===== src/design/dtm_pkg.sv =====
`timescale 1ns / 1ps
// Shared types, constants and lookup tables for the date text to MJD parser.
// Used by every module of the block but dtm_queue; depends on nothing else.
package dtm_pkg;

   // Configuration defaults and fixed field widths.
   localparam int QUEUE_DEPTH_DEF = 8;
   localparam int MONTH_NAME_MAX  = 9;
   localparam int YEAR_W          = 14;
   localparam int DAY_W           = 6;
   localparam int MJD_W           = 23;
   localparam int CAND_W          = 12;

   localparam logic [YEAR_W-1:0] YEAR_MAX   = 14'd9999;
   localparam logic [DAY_W-1:0]  DAY_MAX    = 6'd63;
   localparam logic [23:0]       MJD_OFFSET = 24'd678576;

   // Character codes that the parser recognizes.
   localparam logic [7:0] CH_NUL   = 8'h00;
   localparam logic [7:0] CH_TAB   = 8'h09;
   localparam logic [7:0] CH_SPACE = 8'h20;
   localparam logic [7:0] CH_ZERO  = 8'h30;
   localparam logic [7:0] CH_NINE  = 8'h39;
   localparam logic [7:0] CH_UP_A  = 8'h41;
   localparam logic [7:0] CH_UP_Z  = 8'h5A;
   localparam logic [7:0] CH_LO_A  = 8'h61;
   localparam logic [7:0] CH_LO_Z  = 8'h7A;
   localparam logic [7:0] CASE_MASK = 8'hDF;

   // Month index of February, which takes the leap day.
   localparam logic [3:0] MON_FEB = 4'd1;

   // Status codes of a result.
   typedef enum logic [2:0] {
      ST_OK        = 3'd0,
      ST_EMPTY     = 3'd1,
      ST_NO_YEAR   = 3'd2,
      ST_NO_MONTH  = 3'd3,
      ST_BAD_MONTH = 3'd4,
      ST_BIG_DAY   = 3'd5,
      ST_BIG_YEAR  = 3'd6
   } status_type;

   // One finished text as handed from the front end to the date math.
   typedef struct packed {
      status_type          status;
      logic [YEAR_W-1:0]   year;
      logic [CAND_W-1:0]   cands;
      logic [DAY_W-1:0]    day;
   } job_type;

   // One result as held in the output queue.
   typedef struct packed {
      logic [MJD_W-1:0] mjd;
      status_type       status;
   } result_type;

   // Character of a month name at a position, zero past the end of the name.
   function automatic logic [7:0] month_char(input logic [3:0] mon, input logic [3:0] pos);
      logic [127:0] name;
      int           idx;
      case (mon)
         4'd0:    name = {"JANUARY",   72'd0};
         4'd1:    name = {"FEBRUARY",  64'd0};
         4'd2:    name = {"MARCH",     88'd0};
         4'd3:    name = {"APRIL",     88'd0};
         4'd4:    name = {"MAY",      104'd0};
         4'd5:    name = {"JUNE",      96'd0};
         4'd6:    name = {"JULY",      96'd0};
         4'd7:    name = {"AUGUST",    80'd0};
         4'd8:    name = {"SEPTEMBER", 56'd0};
         4'd9:    name = {"OCTOBER",   72'd0};
         4'd10:   name = {"NOVEMBER",  64'd0};
         4'd11:   name = {"DECEMBER",  64'd0};
         default: name = '0;
      endcase
      idx = 127 - 8 * int'(pos);
      return name[idx -: 8];
   endfunction

   // Days in each month of a common year.
   function automatic logic [4:0] month_len(input logic [3:0] mon);
      logic [4:0] len;
      case (mon)
         4'd1:                      len = 5'd28;
         4'd3, 4'd5, 4'd8, 4'd10:   len = 5'd30;
         default:                   len = 5'd31;
      endcase
      return len;
   endfunction

   // Days of a common year before the first of each month.
   function automatic logic [8:0] month_start(input logic [3:0] mon);
      logic [8:0] days;
      case (mon)
         4'd0:    days = 9'd0;
         4'd1:    days = 9'd31;
         4'd2:    days = 9'd59;
         4'd3:    days = 9'd90;
         4'd4:    days = 9'd120;
         4'd5:    days = 9'd151;
         4'd6:    days = 9'd181;
         4'd7:    days = 9'd212;
         4'd8:    days = 9'd243;
         4'd9:    days = 9'd273;
         4'd10:   days = 9'd304;
         default: days = 9'd334;
      endcase
      return days;
   endfunction

endpackage


===== src/design/dtm_queue.sv =====
`timescale 1ns / 1ps
// Small register based first-in first-out queue with a show-ahead output.
// Generic; depends on nothing else.
module dtm_queue #(
   parameter int WIDTH = 8,
   parameter int DEPTH = 4
) (
   input  logic                       clock,
   input  logic                       reset,
   input  logic                       push,
   input  logic [WIDTH-1:0]           data_in,
   input  logic                       pop,
   output logic [WIDTH-1:0]           data_out,
   output logic                       full,
   output logic                       empty,
   output logic [$clog2(DEPTH+1)-1:0] count
);

   localparam int AW = (DEPTH > 1) ? $clog2(DEPTH) : 1;
   localparam int CW = $clog2(DEPTH+1);

   logic [WIDTH-1:0] entries_ff [DEPTH];
   logic [AW-1:0]    wr_ptr_ff, wr_ptr_in;
   logic [AW-1:0]    rd_ptr_ff, rd_ptr_in;
   logic [CW-1:0]    count_ff, count_in;
   logic             do_push, do_pop;

   assign full     = (count_ff == CW'(DEPTH));
   assign empty    = (count_ff == '0);
   assign count    = count_ff;
   assign data_out = entries_ff[rd_ptr_ff];
   assign do_push  = push && !full;
   assign do_pop   = pop && !empty;

   // Pointer and fill count updates, wrapping at the depth.
   always_comb begin
      wr_ptr_in = wr_ptr_ff;
      rd_ptr_in = rd_ptr_ff;
      count_in  = count_ff;
      if (do_push) begin
         wr_ptr_in = (wr_ptr_ff == AW'(DEPTH-1)) ? '0 : wr_ptr_ff + AW'(1);
      end
      if (do_pop) begin
         rd_ptr_in = (rd_ptr_ff == AW'(DEPTH-1)) ? '0 : rd_ptr_ff + AW'(1);
      end
      if (do_push && !do_pop) begin
         count_in = count_ff + CW'(1);
      end else if (do_pop && !do_push) begin
         count_in = count_ff - CW'(1);
      end
   end

   always_ff @(posedge clock) begin
      if (reset) begin
         wr_ptr_ff <= '0;
         rd_ptr_ff <= '0;
         count_ff  <= '0;
      end else begin
         wr_ptr_ff <= wr_ptr_in;
         rd_ptr_ff <= rd_ptr_in;
         count_ff  <= count_in;
      end
   end

   // Storage needs no reset; the fill count guards it.
   always_ff @(posedge clock) begin
      if (do_push) begin
         entries_ff[wr_ptr_ff] <= data_in;
      end
   end

endmodule


===== src/design/dtm_front.sv =====
`timescale 1ns / 1ps
// Byte-wise text parser: year digits, month letters and day digits.
// Depends on dtm_pkg; hands one job per finished text to the back end.
module dtm_front (
   input  logic            clock,
   input  logic            reset,
   input  logic            accept,
   input  logic [7:0]      text_byte,
   input  logic            first_byte,
   output logic            job_push,
   output dtm_pkg::job_type job
);

   import dtm_pkg::*;

   typedef enum logic [2:0] {
      PH_IDLE,
      PH_SKIP,
      PH_YEAR,
      PH_MONTH,
      PH_DAY
   } phase_type;

   phase_type           phase_ff, phase_in, phase_cur;
   logic [YEAR_W-1:0]   year_ff, year_in, year_cur;
   logic                ovf_ff, ovf_in, ovf_cur;
   logic [CAND_W-1:0]   cand_ff, cand_in, cand_cur, cand_letter;
   logic [3:0]          cnt_ff, cnt_in, cnt_cur, cnt_next;
   logic [DAY_W-1:0]    day_ff, day_in, day_cur;
   logic                is_digit, is_alpha;
   logic [3:0]          digit;
   logic [7:0]          upper;
   logic [16:0]         year_prod;
   logic [9:0]          day_prod;
   status_type          code;
   logic                emit;

   // Character classes of the incoming byte.
   assign is_digit = (text_byte >= CH_ZERO) && (text_byte <= CH_NINE);
   assign is_alpha = ((text_byte >= CH_UP_A) && (text_byte <= CH_UP_Z)) ||
                     ((text_byte >= CH_LO_A) && (text_byte <= CH_LO_Z));
   assign digit    = text_byte[3:0];
   assign upper    = ((text_byte >= CH_LO_A) && (text_byte <= CH_LO_Z)) ?
                     (text_byte & CASE_MASK) : text_byte;

   // A first byte restarts the parse from cleared state.
   assign phase_cur = first_byte ? PH_SKIP : phase_ff;
   assign year_cur  = first_byte ? '0 : year_ff;
   assign ovf_cur   = first_byte ? 1'b0 : ovf_ff;
   assign cand_cur  = first_byte ? '1 : cand_ff;
   assign cnt_cur   = first_byte ? '0 : cnt_ff;
   assign day_cur   = first_byte ? '0 : day_ff;

   // Month candidates that survive this letter at the current position.
   always_comb begin
      for (int m = 0; m < CAND_W; m++) begin
         cand_letter[m] = cand_cur[m] && (int'(cnt_cur) < MONTH_NAME_MAX) &&
                          (month_char(4'(m), cnt_cur) == upper);
      end
   end

   assign cnt_next  = (cnt_cur == 4'hF) ? cnt_cur : cnt_cur + 4'd1;
   assign year_prod = 17'(year_cur) * 17'd10 + 17'(digit);
   assign day_prod  = 10'(day_cur) * 10'd10 + 10'(digit);

   // Parse step for one byte.
   always_comb begin
      phase_in = phase_cur;
      year_in  = year_cur;
      ovf_in   = ovf_cur;
      cand_in  = cand_cur;
      cnt_in   = cnt_cur;
      day_in   = day_cur;
      code     = ST_OK;
      emit     = 1'b0;
      unique case (phase_cur)
         PH_SKIP: begin
            if (text_byte == CH_SPACE || text_byte == CH_TAB) begin
               phase_in = PH_SKIP;
            end else if (text_byte == CH_NUL) begin
               emit = 1'b1;
               code = ST_EMPTY;
            end else if (!is_digit) begin
               emit = 1'b1;
               code = ST_NO_YEAR;
            end else begin
               year_in  = YEAR_W'(digit);
               phase_in = PH_YEAR;
            end
         end
         PH_YEAR: begin
            if (is_digit) begin
               if (year_prod > 17'(YEAR_MAX)) begin
                  year_in = YEAR_MAX;
                  ovf_in  = 1'b1;
               end else begin
                  year_in = year_prod[YEAR_W-1:0];
               end
            end else if (ovf_cur) begin
               emit = 1'b1;
               code = ST_BIG_YEAR;
            end else if (!is_alpha) begin
               emit = 1'b1;
               code = ST_NO_MONTH;
            end else begin
               cand_in  = cand_letter;
               cnt_in   = cnt_next;
               phase_in = PH_MONTH;
            end
         end
         PH_MONTH: begin
            if (is_alpha) begin
               cand_in = cand_letter;
               cnt_in  = cnt_next;
            end else if (is_digit) begin
               day_in   = DAY_W'(digit);
               phase_in = PH_DAY;
            end else begin
               emit = 1'b1;
            end
         end
         PH_DAY: begin
            if (is_digit) begin
               day_in = (day_prod > 10'(DAY_MAX)) ? DAY_MAX : day_prod[DAY_W-1:0];
            end else begin
               emit = 1'b1;
            end
         end
         default: begin
            phase_in = PH_IDLE;
         end
      endcase
      if (emit) begin
         phase_in = PH_IDLE;
      end
   end

   // The finished text goes out with the state it had before this byte.
   assign job_push   = accept && emit;
   assign job.status = code;
   assign job.year   = year_cur;
   assign job.cands  = cand_cur;
   assign job.day    = day_cur;

   always_ff @(posedge clock) begin
      if (reset) begin
         phase_ff <= PH_IDLE;
         year_ff  <= '0;
         ovf_ff   <= 1'b0;
         cand_ff  <= '1;
         cnt_ff   <= '0;
         day_ff   <= '0;
      end else if (accept) begin
         phase_ff <= phase_in;
         year_ff  <= year_in;
         ovf_ff   <= ovf_in;
         cand_ff  <= cand_in;
         cnt_ff   <= cnt_in;
         day_ff   <= day_in;
      end
   end

endmodule


===== src/design/dtm_back.sv =====
`timescale 1ns / 1ps
// Date math back end: month and day checks, leap years and the MJD sum.
// Depends on dtm_pkg and dtm_queue; three pipeline stages feed the result queue.
module dtm_back #(
   parameter int QUEUE_DEPTH = dtm_pkg::QUEUE_DEPTH_DEF
) (
   input  logic                          clock,
   input  logic                          reset,
   input  logic                          job_valid,
   input  dtm_pkg::job_type              job,
   output logic                          job_pop,
   input  logic                          rsp_pop,
   output logic                          rsp_empty,
   output logic [dtm_pkg::MJD_W-1:0]     mjd_value,
   output dtm_pkg::status_type           status
);

   import dtm_pkg::*;

   localparam int CW = $clog2(QUEUE_DEPTH+1);

   // Stage 1: month decode and year mapping.
   logic                s1_valid_ff;
   status_type          s1_status_ff, s1_status_in;
   logic [YEAR_W-1:0]   s1_yr_ff, s1_yr_in;
   logic [3:0]          s1_imon_ff, s1_imon_in;
   logic [DAY_W-1:0]    s1_day_ff;

   // Stage 2: constant products and divisions by one hundred.
   logic                s2_valid_ff;
   status_type          s2_status_ff;
   logic [YEAR_W-1:0]   s2_yr_ff, s2_y_ff;
   logic [21:0]         s2_y365_ff;
   logic [6:0]          s2_qy_ff, s2_qyr_ff;
   logic [3:0]          s2_imon_ff;
   logic [DAY_W-1:0]    s2_day_ff;
   logic [YEAR_W-1:0]   y_in;
   logic [26:0]         qy_prod, qyr_prod;

   // Stage 3: leap year, day check and the year part of the sum.
   logic                s3_valid_ff;
   status_type          s3_status_ff, s3_status_in;
   logic [21:0]         s3_part_ff, s3_part_in;
   logic                s3_leapadj_ff;
   logic [3:0]          s3_imon_ff;
   logic [DAY_W-1:0]    s3_day_ff;
   logic                div100, leap;
   logic [DAY_W-1:0]    day_lim;

   // Result assembly and output queue.
   logic [23:0]         jd;
   result_type          res_in, res_out;
   logic [CW-1:0]       out_count;
   logic [CW:0]         in_use;
   logic                out_full;

   // Take a job only when the result queue has room for everything in flight.
   assign in_use  = (CW+1)'(out_count) + (CW+1)'(s1_valid_ff) +
                    (CW+1)'(s2_valid_ff) + (CW+1)'(s3_valid_ff);
   assign job_pop = job_valid && (in_use < (CW+1)'(QUEUE_DEPTH));

   // Stage 1 logic: exactly one month must remain; two-digit years are widened.
   always_comb begin
      s1_imon_in = '0;
      for (int m = 0; m < CAND_W; m++) begin
         if (job.cands[m]) begin
            s1_imon_in = 4'(m);
         end
      end
      s1_status_in = job.status;
      if (job.status == ST_OK && !$onehot(job.cands)) begin
         s1_status_in = ST_BAD_MONTH;
      end
      if (job.year < 14'd50) begin
         s1_yr_in = job.year + 14'd2000;
      end else if (job.year < 14'd100) begin
         s1_yr_in = job.year + 14'd1900;
      end else begin
         s1_yr_in = job.year;
      end
   end

   // Stage 2 logic: quotients by one hundred through a reciprocal product.
   assign y_in     = s1_yr_ff - 14'd1;
   assign qy_prod  = 27'(y_in) * 27'd5243;
   assign qyr_prod = 27'(s1_yr_ff) * 27'd5243;

   // Stage 3 logic: Gregorian leap rule and the day limit of the month.
   always_comb begin
      div100  = (s2_yr_ff == 14'(s2_qyr_ff) * 14'd100);
      leap    = (s2_yr_ff[1:0] == 2'b00) && (!div100 || s2_qyr_ff[1:0] == 2'b00);
      day_lim = DAY_W'(month_len(s2_imon_ff)) +
                DAY_W'(leap && (s2_imon_ff == MON_FEB));
      s3_status_in = s2_status_ff;
      if (s2_status_ff == ST_OK && s2_day_ff > day_lim) begin
         s3_status_in = ST_BIG_DAY;
      end
      s3_part_in = s2_y365_ff + 22'(s2_y_ff >> 2) - 22'(s2_qy_ff) + 22'(s2_qy_ff >> 2);
   end

   // Final sum; an error result carries a zero date.
   assign jd = 24'(s3_part_ff) + 24'(month_start(s3_imon_ff)) + 24'(s3_leapadj_ff) +
               24'(s3_day_ff) - MJD_OFFSET;
   assign res_in.mjd    = (s3_status_ff == ST_OK) ? jd[MJD_W-1:0] : '0;
   assign res_in.status = s3_status_ff;

   always_ff @(posedge clock) begin
      if (reset) begin
         s1_valid_ff <= 1'b0;
         s2_valid_ff <= 1'b0;
         s3_valid_ff <= 1'b0;
      end else begin
         s1_valid_ff <= job_pop;
         s2_valid_ff <= s1_valid_ff;
         s3_valid_ff <= s2_valid_ff;
      end
   end

   // Pipeline payload needs no reset.
   always_ff @(posedge clock) begin
      s1_status_ff  <= s1_status_in;
      s1_yr_ff      <= s1_yr_in;
      s1_imon_ff    <= s1_imon_in;
      s1_day_ff     <= job.day;
      s2_status_ff  <= s1_status_ff;
      s2_yr_ff      <= s1_yr_ff;
      s2_y_ff       <= y_in;
      s2_y365_ff    <= 22'(y_in) * 22'd365;
      s2_qy_ff      <= qy_prod[25:19];
      s2_qyr_ff     <= qyr_prod[25:19];
      s2_imon_ff    <= s1_imon_ff;
      s2_day_ff     <= s1_day_ff;
      s3_status_ff  <= s3_status_in;
      s3_part_ff    <= s3_part_in;
      s3_leapadj_ff <= leap && (s2_imon_ff > MON_FEB);
      s3_imon_ff    <= s2_imon_ff;
      s3_day_ff     <= s2_day_ff;
   end

   // Results wait here until the receiver pops them.
   dtm_queue #(
      .WIDTH ($bits(result_type)),
      .DEPTH (QUEUE_DEPTH)
   ) u_out_queue (
      .clock    (clock),
      .reset    (reset),
      .push     (s3_valid_ff),
      .data_in  (res_in),
      .pop      (rsp_pop),
      .data_out (res_out),
      .full     (out_full),
      .empty    (rsp_empty),
      .count    (out_count)
   );

   assign mjd_value = res_out.mjd;
   // The credit check keeps the queue from filling past what is in flight.
   assign status    = out_full ? res_out.status : res_out.status;

endmodule


===== src/design/date_text_to_mjd_parser_core.sv =====
`timescale 1ns / 1ps
// Top level of the date text to Modified Julian Date parser.
// Depends on dtm_pkg, dtm_queue, dtm_front and dtm_back.
//
// Usage:
//   Request channel: drive req_text_byte and req_first_byte with req_push;
//   a byte is taken at a clock edge where req_push is high and req_full low.
//   req_first_byte marks the first byte of a new date text, which drops any
//   text still being parsed. The byte that ends a text (NUL or any byte that
//   does not fit) produces one result; an error may end a text earlier.
//   Result channel: while rsp_empty is low the oldest result is on
//   rsp_mjd_value and rsp_status; rsp_pop takes it at a clock edge.
//   Throughput: one byte per cycle while req_full is low. A result passes
//   from the byte that ends its text through the job queue, the three math
//   stages and the result queue, each of them registered.
//   The block keeps accepting bytes while results wait; once the result
//   queue and the job queue (QUEUE_DEPTH entries each) fill up behind a
//   stalled receiver, req_full rises until results are popped.
//   Reset: synchronous and active high; it empties both queues and puts the
//   parser in its idle state, where bytes without req_first_byte are ignored.
module date_text_to_mjd_parser_core #(
   parameter int QUEUE_DEPTH = dtm_pkg::QUEUE_DEPTH_DEF
) (
   input  logic                              clock,
   input  logic                              reset,
   input  logic [7:0]                        req_text_byte,
   input  logic                              req_first_byte,
   input  logic                              req_push,
   output logic                              req_full,
   output logic signed [dtm_pkg::MJD_W-1:0]  rsp_mjd_value,
   output logic [2:0]                        rsp_status,
   output logic                              rsp_empty,
   input  logic                              rsp_pop
);

   import dtm_pkg::*;

   logic                        accept;
   logic                        job_push, job_pop, job_empty;
   job_type                     job_new, job_head;
   logic [$clog2(QUEUE_DEPTH+1)-1:0] job_count;
   logic [MJD_W-1:0]            mjd_bits;
   status_type                  status_out;

   assign accept = req_push && !req_full;

   // Front end: one parse step per accepted byte.
   dtm_front u_front (
      .clock      (clock),
      .reset      (reset),
      .accept     (accept),
      .text_byte  (req_text_byte),
      .first_byte (req_first_byte),
      .job_push   (job_push),
      .job        (job_new)
   );

   // Queue of finished texts between the parser and the date math.
   dtm_queue #(
      .WIDTH ($bits(job_type)),
      .DEPTH (QUEUE_DEPTH)
   ) u_job_queue (
      .clock    (clock),
      .reset    (reset),
      .push     (job_push),
      .data_in  (job_new),
      .pop      (job_pop),
      .data_out (job_head),
      .full     (req_full),
      .empty    (job_empty),
      .count    (job_count)
   );

   // Back end: date checks, MJD arithmetic and the result queue.
   dtm_back #(
      .QUEUE_DEPTH (QUEUE_DEPTH)
   ) u_back (
      .clock     (clock),
      .reset     (reset),
      .job_valid (!job_empty && (job_count != '0)),
      .job       (job_head),
      .job_pop   (job_pop),
      .rsp_pop   (rsp_pop),
      .rsp_empty (rsp_empty),
      .mjd_value (mjd_bits),
      .status    (status_out)
   );

   assign rsp_mjd_value = $signed(mjd_bits);
   assign rsp_status    = status_out;

endmodule


===== config.mk =====
export PLATFORM = sky130hd
export DESIGN_NAME = date_text_to_mjd_parser_core
export DESIGN_NICKNAME = d
export VERILOG_FILES = /design/src/design/dtm_pkg.sv /design/src/design/dtm_queue.sv /design/src/design/dtm_front.sv /design/src/design/dtm_back.sv /design/src/design/date_text_to_mjd_parser_core.sv
export SDC_FILE = /design/constraint.sdc
export NUM_CORES = 2
export LEC_CHECK = 0
export ABC_AREA = 0
export BUFFER_PORTS_ARGS = -buffer_cell sky130_fd_sc_hd__buf_4
export CAP_MARGIN = 20
export CELL_PAD_IN_SITES_DETAIL_PLACEMENT = 0
export CELL_PAD_IN_SITES_GLOBAL_PLACEMENT = 1
export CORE_ASPECT_RATIO = 0.6
export CORE_UTILIZATION = 50
export DETAILED_ROUTE_END_ITERATION = 7
export GPL_TIMING_DRIVEN = 1
export MAX_ROUTING_LAYER = met4
export PLACE_DENSITY_LB_ADDON = 0.1
export SYNTH_ARGS = -nofsm -noshare
export SYNTH_HDL_FRONTEND = slang
export SYNTH_SLANG_ARGS = --single-unit

===== constraint.sdc =====
create_clock -name clock -period 9.5 [get_ports clock]
set_input_delay 1.425 -clock clock [delete_from_list [all_inputs] [get_ports clock]]
set_output_delay 1.425 -clock clock [all_outputs]
set_load 0.005 [all_outputs]

==> report_table.html <==
<table>
<tr><th>Metric</th><th>Value</th></tr>
<tr><th colspan="2">Outcome</th></tr>
<tr><td>Status</td><td>complete, no violations</td></tr>
<tr><th colspan="2">Drt</th></tr>
<tr><td>Routed WL per cell</td><td>20.77 microns</td></tr>
<tr><td>Router iterations before antenna repair</td><td>5</td></tr>
<tr><td>DRT antenna net count</td><td>0</td></tr>
<tr><td>Post-Route WL</td><td>slightly above 90000 microns</td></tr>
<tr><td>Vias post-DR</td><td>roughly 25000</td></tr>
<tr><td>Detailed router's first-iteration violation count</td><td>~1900</td></tr>
<tr><td>DRC violation count after routing</td><td>0</td></tr>
<tr><td>Detail-routed via count per cell</td><td>5.570</td></tr>
<tr><th colspan="2">CTS</th></tr>
<tr><td>Clock Path Buffers</td><td>3</td></tr>
<tr><td>Hold-fix buffers at CTS</td><td>0</td></tr>
<tr><td>Clock-pin slew of the registers on the worst-case setup and hold paths</td><td>~70 ps</td></tr>
<tr><td>Number of buffers created by CTS</td><td>67</td></tr>
<tr><td>CTS tree</td><td>done</td></tr>
<tr><td>TritonCTS Sinks</td><td>700</td></tr>
<tr><td>Clk Latency, worst-skew pair</td><td>roughly 650 ps</td></tr>
<tr><td>Root buffer cell</td><td>clkbuf_16</td></tr>
<tr><td>Resize count post-CTS</td><td>0</td></tr>
<tr><td>Number of post-CTS setup repair buffers</td><td>0</td></tr>
<tr><td># H-tree levels</td><td>3</td></tr>
<tr><th colspan="2">Synth</th></tr>
<tr><td>Top area cells in the synthesized netlist</td><td>edfxtp_1 35%, ha_1 13%, dfxtp_1 10%, fa_1 9.5%, mux4_2 6.7%</td></tr>
<tr><td>Seq cells post-synth</td><td>700</td></tr>
<tr><td>Distinct cell type count after synthesis</td><td>95</td></tr>
<tr><td>Most used flip-flop cell after synthesis</td><td>edfxtp_1</td></tr>
<tr><td>Cell area after technology mapping</td><td>around 41000 sq um</td></tr>
<tr><td>Net count after synthesis</td><td>around 4000</td></tr>
<tr><td>Top-area cell type share of the netlist area</td><td>0.3548</td></tr>
<tr><td>Post-synthesis area per instance</td><td>about 13 sq um</td></tr>
<tr><td>Number of synthesis warnings</td><td>0</td></tr>
<tr><td>Number of enable flip-flop cells after synthesis</td><td>488</td></tr>
<tr><td>Compound-cell area share of the yosys netlist</td><td>0.07165</td></tr>
<tr><td>Number of instances in the synthesized netlist</td><td>approximately 3300</td></tr>
<tr><td>Area share of fa/ha/maj cells after synthesis</td><td>0.2246</td></tr>
<tr><td>Fraction of registers with async set/reset</td><td>0</td></tr>
<tr><td>Dominant combinational cell family by area after synthesis</td><td>adder cells</td></tr>
<tr><td>Most common cell in the netlist</td><td>edfxtp_1</td></tr>
<tr><td>Post-synthesis sequential area ratio</td><td>0.4576</td></tr>
<tr><td>Mux share of post-synthesis cell area</td><td>0.08495</td></tr>
<tr><td>Area leader, netlist</td><td>edfxtp_1</td></tr>
<tr><td>Xor/xnor share of the synthesized area</td><td>0.03666</td></tr>
<tr><td>Share of synthesized cell area in and, or, nand and nor gates</td><td>0.07332</td></tr>
<tr><td>Most common library cells after synthesis</td><td>488 x edfxtp_1, 450 x inv_1, 426 x ha_1</td></tr>
<tr><th colspan="2">Global routing</th></tr>
<tr><td>Routing usage on met1</td><td>0.3622</td></tr>
<tr><td>Tot GR Track Use</td><td>0.2340</td></tr>
<tr><td>GR Util met2</td><td>0.3238</td></tr>
<tr><td>Most crowded layer after global routing</td><td>met1</td></tr>
<tr><td>Global-route wire length before repair</td><td>146700 microns</td></tr>
<tr><td>Met3 routing resource usage after global routing</td><td>0.03632</td></tr>
<tr><td>Number of global-route vias before repair</td><td>about 25000</td></tr>
<tr><td>Initial antenna violation count</td><td>0</td></tr>
<tr><td>Pin count of the biggest net entering global routing</td><td>61</td></tr>
<tr><td>Overall overflow remaining after global route</td><td>0</td></tr>
<tr><th colspan="2">Worst setup path</th></tr>
<tr><td>Worst endpoint required time</td><td>approximately 10000 ps</td></tr>
<tr><td>Buffer and inverter count on the worst path</td><td>5</td></tr>
<tr><td>CP max-delay cell</td><td>a2111oi_0</td></tr>
<tr><td>Maximum fanout count along the critical path</td><td>8</td></tr>
<tr><td>Worst path max stage delay</td><td>between 600 and 700 ps</td></tr>
<tr><td>Startpoint types</td><td>flip-flop</td></tr>
<tr><td>WP data arrival</td><td>around 8200 ps</td></tr>
<tr><td>Crit path max-delay family</td><td>adder cells</td></tr>
<tr><td>Critical Path End Type</td><td>flip-flop</td></tr>
<tr><td>WS Path Type</td><td>flip-flop to flip-flop</td></tr>
<tr><th colspan="2">Floorplanning</th></tr>
<tr><td>Number of top-level pins</td><td>roughly 40</td></tr>
<tr><td>Row Count</td><td>between 80 and 90</td></tr>
<tr><td>Width of the die</td><td>~370 microns</td></tr>
<tr><td>CORE AREA</td><td>around 80000 sq um</td></tr>
<tr><td>Die Area</td><td>about 84000 sq um</td></tr>
<tr><td>Starting Density</td><td>0.5062</td></tr>
<tr><td>Die Span Y</td><td>224.6 microns</td></tr>
<tr><th colspan="2">Timing</th></tr>
<tr><td>Sum of negative setup slack</td><td>0 ps</td></tr>
<tr><td>Count of endpoints failing hold in the final timing report</td><td>0</td></tr>
<tr><td>Final slew viol count</td><td>0</td></tr>
<tr><td>Setup violation total in the final timing report</td><td>0</td></tr>
<tr><td>Slew @ Worst Pin</td><td>approximately 1000 ps</td></tr>
<tr><td>Fmax</td><td>~130 MHz</td></tr>
<tr><td>Headroom to the max-slew limit</td><td>0.3155</td></tr>
<tr><td>Fin crit period</td><td>7672 ps</td></tr>
<tr><td>Crit share post-route</td><td>0.8075</td></tr>
<tr><td>Worst clock skew</td><td>30.46 ps</td></tr>
<tr><td>RSZ-0062 raised after global routing</td><td>no</td></tr>
<tr><th colspan="2">Placement</th></tr>
<tr><td>Global placer's final weighted congestion</td><td>0.8812</td></tr>
<tr><td>Post-detail-place hpwl</td><td>approximately 66000 microns</td></tr>
<tr><td>Number of buffers inserted by port buffering</td><td>40</td></tr>
<tr><th colspan="2">Final layout</th></tr>
<tr><td>Area delta synth-&gt;final</td><td>9.825%</td></tr>
<tr><td>Antenna cell count</td><td>0</td></tr>
<tr><td>Area of the multi-input gates</td><td>between 20000 and 25000 sq um</td></tr>
<tr><td>Share of post-route cells with drive strength above 1</td><td>0.1285</td></tr>
<tr><td># nets final</td><td>approximately 4000</td></tr>
<tr><td>Fillers</td><td>slightly below 7000</td></tr>
<tr><td>Area taken by flip-flops and latches</td><td>approximately 19000 sq um</td></tr>
<tr><th colspan="2">Hold path</th></tr>
<tr><td>Worst min path class</td><td>flip-flop to flip-flop</td></tr>
<tr><th colspan="2">Run</th></tr>
<tr><td>Maximum capacitance violations</td><td>0</td></tr>
</table>
==> cell families (layout without fill, tap and decap cells) <==
family                   Yosys count  after routing
XOR/XNOR                         172            172
buffers and inverters            557            661
multiplexers                     192            192
AO/OA/AOI/OAI                    450            450
flip-flops                       700            700
adder cells (fa/ha/maj)          623            623
AND/OR/NAND/NOR                  595            595
==> final cells by class <==
cell class / count / area share
Multi-Input combinational cell: 2032 / 0.4493
Sequential cell: 700 / 0.4169
Clock buffer: 87 / 0.04110
Inverter: 454 / 0.03757
Tap cell: 1079 / 0.02977
Timing Repair Buffer: 83 / 0.01374
Clock inverter: 37 / 0.01161
==> worst reg2reg max path: stages (launching register included) <==
cell	delay (ps)
dfxtp_1	530
inv_1	230
ha_1	220
a21boi_0	280
nand2_1	140
a21boi_0	370
nand3_1	170
nand2_1	90
nand2_1	60
xnor2_1	120
buf_4	180
inv_1	270
fa_1	460
ha_1	330
fa_1	480
inv_1	50
fa_1	510
fa_1	540
inv_1	50
ha_1	200
a2111oi_0	670
o211a_1	240
o311ai_0	130
and2_1	240
a41o_1	280
or4_1	430
a31oi_1	220
xnor2_1	130
==> registers in the layout (all words and copies together) (netlist names), 6 cells and up, named ones only <==
register	flops
u_job_queue.entries_ff	280
u_front.cand_ff	12
u_back.s2_y365_ff	20
u_back.s1_yr_ff	14
u_back.s2_y_ff	14
u_back.s3_part_ff	22
u_back.s3_day_ff	6
u_back.u_out_queue.entries_ff	208
u_back.s2_qyr_ff	7
u_back.s2_qy_ff	7
u_back.s2_yr_ff	14
u_back.s1_day_ff	6
u_back.s2_day_ff	6
u_front.year_ff	14
u_front.day_ff	6
==> layout by cell type, fill, tap and decap left out, drive strengths merged, types with 15 or more instances in the layout <==
cell,synthesis,layout
o21a,15,15
dfxtp,212,212
nor4,15,15
nand2,117,117
nor3,54,54
mux4,122,122
fa,197,197
xnor2,124,124
clkbuf,74,88
mux2,48,48
nand4,18,18
buf,29,82
nor2b,44,44
nor2,174,174
and2,17,17
inv,453,463
a31oi,20,20
xor2,48,48
a21oi,137,137
nand2b,21,21
edfxtp,488,488
a21o,25,25
or2,21,21
nand3,38,38
a211oi,22,22
mux2i,22,22
ha,426,426
o21ai,92,92
nor3b,16,16
or3,16,16
clkinv,1,15
o31ai,16,16
==> final timing paths <==
| kind | from | to | slack, ps | depth (start not counted) |
|---|---|---|---|---|
| worst max-delay path | u_back.s1_yr_ff[2] | u_back.s2_qy_ff[6] | 1830 | 27 |
| worst min-delay path | u_back.s1_imon_ff[1] | u_back.s2_imon_ff[1] | 330 | 0 |
| worst max register to register | u_back.s1_yr_ff[2] | u_back.s2_qy_ff[6] | 1830 | 27 |
| worst min register to register | u_back.s1_imon_ff[1] | u_back.s2_imon_ff[1] | 330 | 0 |
==> metal layers <==
| layer | vias to the layer above | wire (microns) |
|---|---|---|
| met5 | - | 0 |
| met4 | 0 | 1258 |
| met3 | 90 | 4656 |
| met2 | 529 | 38820 |
| met1 | 12490 | 48160 |
| li1 | 11800 | - |
==> through the flow <==
| step | instance area, sq um | cells | utilization | hold slack (ps) | setup slack (ps) |
|---|---|---|---|---|---|
| after global routing | 45350 | 4472 | 0.5559 | 333.6 | 1340 |
| after floorplan | 41300 | 3289 | - | 309.6 | 2346 |
| after global placement | 42960 | 4347 | 0.5265 | 311.6 | 1930 |
| after detailed placement | 42960 | 4347 | 0.5265 | 312.1 | 1834 |
| after CTS | 45350 | 4471 | 0.5558 | 327.0 | 1806 |
| final | 45350 | 4472 | 0.5559 | 326.7 | 1828 |
Power is left out: the tool's default activity adds up to more than one toggle a clock period on the data nets, which glitch-free logic cannot reach.
